[config.mk]
export PLATFORM = sky130hd
export DESIGN_NAME = aigcnf_idx_mod
export DESIGN_NICKNAME = d
export VERILOG_FILES = /design/src/hdl/aigcnf_pkg.sv /design/src/hdl/aigcnf_idx_mod.sv
export SDC_FILE = /design/constraint.sdc
export NUM_CORES = 1
export LEC_CHECK = 0
export BUFFER_PORTS_ARGS = -buffer_cell sky130_fd_sc_hd__buf_4
export CORE_ASPECT_RATIO = 0.9
export CORE_UTILIZATION = 44
export CTS_BUF_LIST = sky130_fd_sc_hd__clkbuf_8
export DETAILED_ROUTE_END_ITERATION = 7
export PLACE_DENSITY = 0.79
export SLEW_MARGIN = 20
export SYNTH_ARGS = -nofsm -noshare
export SYNTH_HDL_FRONTEND = slang
export SYNTH_SLANG_ARGS = --single-unit
[constraint.sdc]
create_clock -name clock -period 0.8 [get_ports clock]
set_input_delay 0.08 -clock clock [delete_from_list [all_inputs] [get_ports clock]]
set_output_delay 0.08 -clock clock [all_outputs]
set_load 0.01 [all_outputs]
[src/hdl/aigcnf_pkg.sv]
// Shared widths, codes and state types of the AIG to CNF encoder.
`default_nettype none

package aigcnf_pkg;

   // Request and response field widths
   localparam int REQ_TYPE_W = 2;
   localparam int LIT_W      = 17;
   localparam int NAME_W     = 20;
   localparam int CLIT_W     = 21;
   localparam int CNT_W      = 2;
   localparam int VTOT_W     = 20;
   localparam int CTOT_W     = 24;

   // Default sizing of the renaming table and CNF variable space
   localparam int GRAPH_VARS_DEF   = 65536;
   localparam int CNF_VAR_BITS_DEF = 20;

   // Request kinds
   typedef enum logic [REQ_TYPE_W-1:0] {
      REQ_DECLARE = 2'd0,
      REQ_RESERVE = 2'd1,
      REQ_GATE    = 2'd2,
      REQ_BIND    = 2'd3
   } req_kind_type;

   // Clause patterns an item reduces to
   typedef enum logic [1:0] {
      FORM_NEG1  = 2'd0,
      FORM_POS1  = 2'd1,
      FORM_TWO   = 2'd2,
      FORM_THREE = 2'd3
   } form_type;

   // Sequencer states
   typedef enum logic [2:0] {
      ST_CLEAR   = 3'd0,
      ST_IDLE    = 3'd1,
      ST_INDEX   = 3'd2,
      ST_DECLARE = 3'd3,
      ST_LOOKUP  = 3'd4,
      ST_EMIT    = 3'd5
   } state_type;

endpackage

`default_nettype wire

[src/hdl/aigcnf_idx_mod.sv]
// Two-stage reduction of a graph variable to a renaming table index.
`default_nettype none

module aigcnf_idx_mod import aigcnf_pkg::*; #(
   parameter int GRAPH_VARS = GRAPH_VARS_DEF
) (
   input  wire logic                            clock,
   input  wire logic [LIT_W-2:0]                graph_var,
   output logic      [$clog2(GRAPH_VARS)-1:0]   table_idx
);

   localparam int IDX_W   = $clog2(GRAPH_VARS);
   localparam int GV_W    = LIT_W - 1;
   localparam bit IS_POW2 = ((GRAPH_VARS & (GRAPH_VARS - 1)) == 0);
   localparam bit NO_MOD  = IS_POW2 || (GRAPH_VARS >= (1 << GV_W));

   generate
      if (NO_MOD) begin : g_mask
         logic [GV_W-1:0] v1_ff;
         logic [GV_W-1:0] v2_ff;

         // Match the latency of the reciprocal path
         always_ff @(posedge clock) begin
            v1_ff <= graph_var;
            v2_ff <= v1_ff;
         end

         // Power of two or no wrap: keep the low bits
         assign table_idx = IDX_W'(v2_ff);
      end else begin : g_recip
         localparam logic [31:0]     RECIP = 32'((64'd1 << 32) / GRAPH_VARS);
         localparam logic [GV_W-1:0] MOD_V = GV_W'(GRAPH_VARS);

         logic [GV_W-1:0] v1_ff;
         logic [47:0]     prod_ff;
         logic [GV_W-1:0] quot;
         logic [GV_W-1:0] qmul;
         logic [GV_W-1:0] rem_ff;

         // Estimate the quotient, low by at most one
         always_ff @(posedge clock) begin
            v1_ff   <= graph_var;
            prod_ff <= 48'(graph_var) * 48'(RECIP);
         end

         assign quot = prod_ff[47:32];
         assign qmul = GV_W'(32'(quot) * 32'(MOD_V));

         always_ff @(posedge clock) begin
            rem_ff <= v1_ff - qmul;
         end

         // Correct the remainder with one compare and subtract
         assign table_idx = (rem_ff >= MOD_V) ? IDX_W'(rem_ff - MOD_V) : IDX_W'(rem_ff);
      end
   endgenerate

endmodule

`default_nettype wire

Word-level counts from Yosys, hierarchy flattened
Cells that the tools add are included.

Register bits after elaboration: 32. Latch bits: 0. Bits in writable memories: 0. Memory bits (read-only): 0. Input bits: 17. Output and inout bits: 16. Memories kept: 0.

Add/subtract/negate cells: 0. Multipliers: 0. Divide/modulo/power cells: 0. $lt $le $gt $ge: 0. Equal/unequal tests: 0. Shift operators: 0. Mux-type cells: 0. Bitwise gates (word level): 0. Reductions and logical operators: 0.

Logic depth before layout (Yosys ltp)
Gate-level depths: netlist of run 1.

Word-level depth: 0. Depth in mapped cells: 0. Gate-level depth less buffers: 0.

Worst setup path before layout of run 1
OpenSTA, ideal clock, no wires.

Path kind: reg-to-output. Start point: reg g_mask.v2_ff[0], in the netlist table_idx[0]. End point: out table_idx[0]. Data arrival time: 331 ps. Required time: 720 ps. Slack: 389 ps. Cell stages (with the launch flop): 1. Buffers on the path: 0. Cell sequence: dfxtp_1.

RTL lines: start, declared (RTL line aigcnf_idx_mod.sv:20) `logic [GV_W-1:0] v2_ff;`; start signal, assigned (RTL line aigcnf_idx_mod.sv:25) `v2_ff <= v1_ff;`; end, declared (RTL line aigcnf_idx_mod.sv:9) `output logic [$clog2(GRAPH_VARS)-1:0] table_idx`.

No word-level cell between the ends.

Worst setup path after layout of run 1
Start point: reg g_mask.v2_ff[6], in the netlist table_idx[6]. End point: out table_idx[6].

No word-level cell between the ends.

==> results of run 1 <==
==> synthesized netlist by cell type (all sizes together) <==
master / instances
dfxtp: 32
==> worst min path at each step <==
stage                           end             start
finish                table_idx[10]  g_mask.v1_ff[10]
global placement    g_mask.v1_ff[3]      graph_var[3]
floorplan           g_mask.v1_ff[0]      graph_var[0]
global route          table_idx[14]  g_mask.v1_ff[14]
CTS                    table_idx[0]   g_mask.v1_ff[0]
detailed placement  g_mask.v1_ff[0]      graph_var[0]
==> flip-flops by register name, indices dropped and copies added (netlist names) <==
register      cells
g_mask.v1_ff     16
table_idx        16
==> per-layer routing <==
metal,routed length [um],GRT usage,share of wire,vias up
met2,680,0.331,0.58,17
met3,71,0.0991,0.060,0
met4,0,0.0703,0,0
met1,430,0.135,0.36,169
li1,-,-,-,205
met5,0,0,0,-
==> stage by stage <==
step	hold WS (ps)	instance area [um2]	total power, W	util	cells
after floorplan	108	641	0.00175	-	32
after global placement	184	898	0.00187	0.696	78
after detailed placement	185	898	0.00188	0.696	78
after CTS	326	1150	0.00310	0.890	102
after global routing	330	1170	0.00320	0.904	102
final	325	1170	0.00309	0.904	102
==> power breakdown <==
| part | switching [W] | internal (W) | total (W) |
|---|---|---|---|
| sequential | 0.0000206 | 0.00168 | 0.00170 |
| clock | 0.000496 | 0.000674 | 0.00117 |
| combinational | 0.0000619 | 0.000155 | 0.000217 |
==> final cells by class <==
| cell class | count | area, um2 |
|---|---|---|
| fill | 50 | 124 |
| clock buffer | 6 | 82.6 |
| sequential | 32 | 644 |
| tap | 14 | 17.5 |
| timing repair buffer | 48 | 415 |
| clock inverter | 2 | 7.51 |
==> what timing repair did <==
item / 4_1_cts / 5_1_grt
endpoints found under the hold margin: 16 / 0
gates resized for setup: 0 / 7
endpoints found under the setup margin: 0 / 4
hold buffers: 16 / 0
==> cell families after synthesis <==
logic type  after synthesis  share of synthesized area
DFF                      32                       1.00
==> results.txt, run 1 <==
outcome -> finished, final reports clean
destination of the critical timing path -> table_idx[6]
TritonCTS clock tree -> built
cell family contributing the most delay on the critical path -> flip-flops
footprint of the multi-input gates -> 0 um2
Slowest cell on crit path -> sky130_fd_sc_hd__dfxtp_1
initial DRC count -> 2
core area -> 0.00129 mm2
share of layout cells above drive strength 1 -> 0.466
element type at the critical path end -> output pin
number of global-route vias before repair -> 372
biggest area consumer among synthesized cells -> sky130_fd_sc_hd__dfxtp_1
remaining global-route overflow -> 0
share of synthesized area occupied by flip-flops and latches -> 1.00
multi-input combinational cell count -> 0
final hold viol count -> 0
cell chain of the critical path -> buf_4
arrival time at the worst endpoint -> 700 ps
startpoint type of the worst setup path -> register
Post-Synthesis Net Count -> 49
die outline height -> 38.2 um
DIE WIDTH -> 42.2 um
worst hold stages -> 0
critical path required time -> 720 ps
Worst-Margin Slew -> 94.7 ps
combined buffer and inverter count along the critical path -> 1
count of buffers inserted at the top-level ports -> 32
worst ir drop on vdd -> 2.02 mV
worst-path maximum fanout -> 1
slowest stage delay, CP -> 300 ps
Clock Sinks -> 32
post-synthesis sequential element count -> 32
fin. max-slew vios -> 0
number of cells on the critical path -> 1
number of design rule violations left after detail routing -> 0
die area -> 0.00161 mm2
RD Place Congestion -> 0.564
Register-to-Register Path Depth -> 0
post-synthesis cell count -> 32
summed negative setup slack over all endpoints -> 0 ps
clock insertion delay at the later pin of the skew report -> 270 ps
net total in the final layout -> 104
initial antenna violation count -> 0
effective utilization at floorplan -> 0.496
endpoint of the most critical register-to-register path -> table_idx[13]
root buffer cell -> sky130_fd_sc_hd__clkbuf_8
synth top area cells -> sky130_fd_sc_hd__dfxtp_1 (100%)
highest-count cells in the layout ignoring fill and taps -> sky130_fd_sc_hd__dfxtp_1 (29), sky130_fd_sc_hd__buf_4 (28), sky130_fd_sc_hd__dlygate4sd3_1 (16)
final worst slack -> 22.5 ps
Max Freq -> 1.29 GHz
I/O pins -> 33
total detailed-routing wirelength -> 1.18 mm
remaining max-slew budget at the tightest pin -> 0.937
maximum number of pins on one net before global-route repair -> 10
Critical R2R Launch -> g_mask.v1_ff[13]
synthesized area per cell -> 20.0 um2
final worst-path cycle share -> 0.972
commonest non-fill, non-tap cell in the layout -> sky130_fd_sc_hd__dfxtp_1
cell area after synthesis -> 641 um2
largest buffer count on any clock path -> 2
clock transition at the registers of the reported paths -> 60 ps
setup violation total in the final timing report -> 0
wire length of the first global-routing pass -> 1.68 mm
worst clock skew on the final layout -> 4.79 ps
number of vias per cell after detailed routing -> 3.83
power density over cell area -> 2650 mW/mm2
post-synth top area share -> 1.00
critical path startpoint -> table_idx[6]
remaining antenna violation count -> 0
P&R area growth vs syn -> 82.2%
max cap viols -> 0
setup slack, reg-to-reg -> 380 ps
class of the most critical setup path -> reg -> out
htree depth -> 2
CTS Buf Count -> 5
RSZ-0062 raised after global routing -> false
DR vias -> 391
number of post-CTS setup repair buffers -> 0
Avg WL per Cell -> 11.6 um
Post-Place Setup Slack -> 306 ps
Total Routing Usage GR -> 0.168
Synth warnings -> 0
# rows -> 12
number of distinct standard cells referenced by the synthesized netlist -> 1
type of the most critical hold path -> reg -> reg
static leakage -> 0.549 nW
number of diodes added for antenna fixing -> 0
length of the first detailed-routing pass in iterations -> 2
final critical path time including I/O delays and setup -> 778 ps
Power figures use the tool's default switching activity.
==> inputs of run 2 (changes only) <==
--- a/config.mk
+++ b/config.mk
@@ -10,7 +10,7 @@
 export CORE_UTILIZATION = 44
 export CTS_BUF_LIST = sky130_fd_sc_hd__clkbuf_8
 export DETAILED_ROUTE_END_ITERATION = 7
-export PLACE_DENSITY = 0.79
+export PLACE_DENSITY_LB_ADDON = 0.1
 export SLEW_MARGIN = 20
 export SYNTH_ARGS = -nofsm -noshare
 export SYNTH_HDL_FRONTEND = slang
==> results.txt, run 2 (same netlist as run 1, synthesis figures left out) <==
clock insertion delay at the later pin of the skew report -> 270 ps (about the same)
worst ir drop on vdd -> 2.34 mV (was 2.02 mV)
startpoint type of the worst setup path -> register (unchanged)
CTS Buf Count -> 5 (unchanged)
combinational group share of total power -> 0.075 (was 0.070)
Sw Share -> 0.195 (was 0.187)
type of the most critical hold path -> reg -> reg (unchanged)
worst hold stages -> 0 (unchanged)
DR vias -> 429 (was 391)
P&R area growth vs syn -> 87.5% (was 82.2%)
final critical path time including I/O delays and setup -> 812 ps (was 778 ps)
power density over cell area -> 2610 mW/mm2 (was 2650 mW/mm2)
combined buffer and inverter count along the critical path -> 1 (unchanged)
sequential cell area -> 652 um2 (was 644 um2)
Max Freq -> 1.23 GHz (was 1.29 GHz)
Int Pwr -> 0.00253 W (was 0.00251 W)
final worst slack -> -12.2 ps (was 22.5 ps)
die area -> 0.00161 mm2 (unchanged)
length of the first detailed-routing pass in iterations -> 4 (was 2)
effective utilization at floorplan -> 0.496 (unchanged)
final worst-path cycle share -> 1.02 (was 0.972)
cell chain of the critical path -> buf_6 (was buf_4)
setup violation total in the final timing report -> 1 (was 0)
clock transition at the registers of the reported paths -> 60 ps (about the same)
maximum number of pins on one net before global-route repair -> 10 (unchanged)
RD Place Congestion -> 0.560 (was 0.564)
switching component of the power -> 0.000613 W (was 0.000578 W)
remaining antenna violation count -> 0 (unchanged)
share of layout cells above drive strength 1 -> 0.534 (was 0.466)
fin. max-slew vios -> 0 (unchanged)
endpoint of the worst hold-timing path -> table_idx[10] (unchanged)
Post-Place Setup Slack -> 299 ps (was 306 ps)
number of global-route vias before repair -> 410 (was 372)
# rows -> 12 (unchanged)
RSZ-0062 raised after global routing -> true (was false)
Total Routing Usage GR -> 0.187 (was 0.168)
core area -> 0.00129 mm2 (unchanged)
startpoint of the most critical hold path -> g_mask.v1_ff[10] (unchanged)
die outline height -> 38.2 um (unchanged)
cell family contributing the most delay on the critical path -> flip-flops (unchanged)
class of the most critical setup path -> reg -> out (unchanged)
number of vias per cell after detailed routing -> 4.21 (was 3.83)
critical path startpoint -> table_idx[15] (was table_idx[6])
share of total power in the clock network -> 0.378 (was 0.379)
outcome -> finished with violations (was finished, final reports clean)
# fillers -> 34 (was 50)
Avg WL per Cell -> 16.6 um (was 11.6 um)
critical path required time -> 720 ps (about the same)
fin util -> 0.930 (was 0.904)
setup slack, reg-to-reg -> 370 ps (was 380 ps)
final hold viol count -> 0 (unchanged)
arrival time at the worst endpoint -> 730 ps (was 700 ps)
sequential group share of total power -> 0.547 (was 0.551)
slowest stage delay, CP -> 350 ps (was 300 ps)
failing checks -> setup timing
minimum hold slack -> 328 ps (was 325 ps)
wire length of the first global-routing pass -> 1.87 mm (was 1.68 mm)
footprint of the multi-input gates -> 0 um2 (unchanged)
initial antenna violation count -> 0 (unchanged)
htree depth -> 2 (unchanged)
element type at the critical path end -> output pin (unchanged)
number of post-CTS setup repair buffers -> 0 (unchanged)
net total in the final layout -> 104 (unchanged)
summed negative setup slack over all endpoints -> -12.2 ps (was 0 ps)
largest buffer count on any clock path -> 2 (unchanged)
count of buffers inserted at the top-level ports -> 32 (unchanged)
number of design rule violations left after detail routing -> 0 (unchanged)
TritonCTS clock tree -> built (unchanged)
number of diodes added for antenna fixing -> 0 (unchanged)
Slowest cell on crit path -> sky130_fd_sc_hd__dfxtp_1 (unchanged)
worst-path maximum fanout -> 1 (unchanged)
DIE WIDTH -> 42.2 um (unchanged)
highest-count cells in the layout ignoring fill and taps -> sky130_fd_sc_hd__dfxtp_1 (23), sky130_fd_sc_hd__buf_4 (21), sky130_fd_sc_hd__dlygate4sd3_1 (16) (was sky130_fd_sc_hd__dfxtp_1 (29), sky130_fd_sc_hd__buf_4 (28), sky130_fd_sc_hd__dlygate4sd3_1 (16))
Worst-Margin Slew -> 98.4 ps (was 94.7 ps)
Final Instance Count excl. Fillers -> 102 (unchanged)
static leakage -> 0.558 nW (was 0.549 nW)
initial DRC count -> 2 (unchanged)
remaining max-slew budget at the tightest pin -> 0.934 (was 0.937)
max cap viols -> 0 (unchanged)
Register-to-Register Path Depth -> 0 (unchanged)
placed cell count -> 78 (unchanged)
root buffer cell -> sky130_fd_sc_hd__clkbuf_8 (unchanged)
Critical R2R Launch -> g_mask.v1_ff[15] (was g_mask.v1_ff[13])
multi-input combinational cell count -> 0 (unchanged)
endpoint of the most critical register-to-register path -> table_idx[15] (was table_idx[13])
commonest non-fill, non-tap cell in the layout -> sky130_fd_sc_hd__dfxtp_1 (unchanged)
total detailed-routing wirelength -> 1.70 mm (was 1.18 mm)
remaining global-route overflow -> 0 (unchanged)
Clock Sinks -> 32 (unchanged)
worst clock skew on the final layout -> 3.56 ps (was 4.79 ps)
I/O pins -> 33 (unchanged)
[run 2: changes by cell type in the layout (fill, tap and decap cells not counted)]
cell,change
sky130_fd_sc_hd__dfxtp_2,+6
sky130_fd_sc_hd__buf_4,-7
sky130_fd_sc_hd__buf_6,+7
sky130_fd_sc_hd__dfxtp_1,-6
[run 2: cell type report]
type | count | share of cell area
clock buffer | 6 | 0.0688
tap | 14 | 0.0146
clock inverter | 2 | 0.00625
sequential | 32 | 0.543
timing repair buffer | 48 | 0.368
[run 2: how the worst max path moves through the flow]
stage	depth (start not counted)	slack, ps	end
global route	1	-40	table_idx[15]
detailed placement	1	300	table_idx[12]
CTS	1	4	table_idx[12]
global placement	1	310	table_idx[1]
floorplan	0	390	table_idx[0]
finish	1	-10	table_idx[15]
[run 2: per-stage QoR]
stage          total power (W)  area [um2]
6_report               0.00314        1200
5_1_grt                0.00328        1200
4_1_cts                0.00310        1150
3_5_place_dp           0.00188         898
3_3_place_gp           0.00187         898
2_1_floorplan          0.00175         641
[run 2: per-layer routing]
| layer | track usage | wire, um | vias up |
|---|---|---|---|
| met4 | 0.0938 | 8 | 0 |
| li1 | - | - | 206 |
| met3 | 0.0991 | 87 | 2 |
| met5 | 0 | 0 | - |
| met1 | 0.154 | 565 | 199 |
| met2 | 0.362 | 1040 | 22 |
[run 2: repair_timing]
item,4_1_cts,5_1_grt
hold buffers,16,0
setup endpoints to repair,0,11
hold endpoints to repair,16,0
gates resized for setup,0,20
[run 2: power groups by stage]
stage               logic [W]  registers (W)  clock network (W)
finish               0.000235        0.00172            0.00119
global route         0.000245        0.00172            0.00131
CTS                  0.000205        0.00170            0.00119
detailed placement   0.000143        0.00174                  0
global placement     0.000140        0.00173                  0
floorplan                   0        0.00175                  0
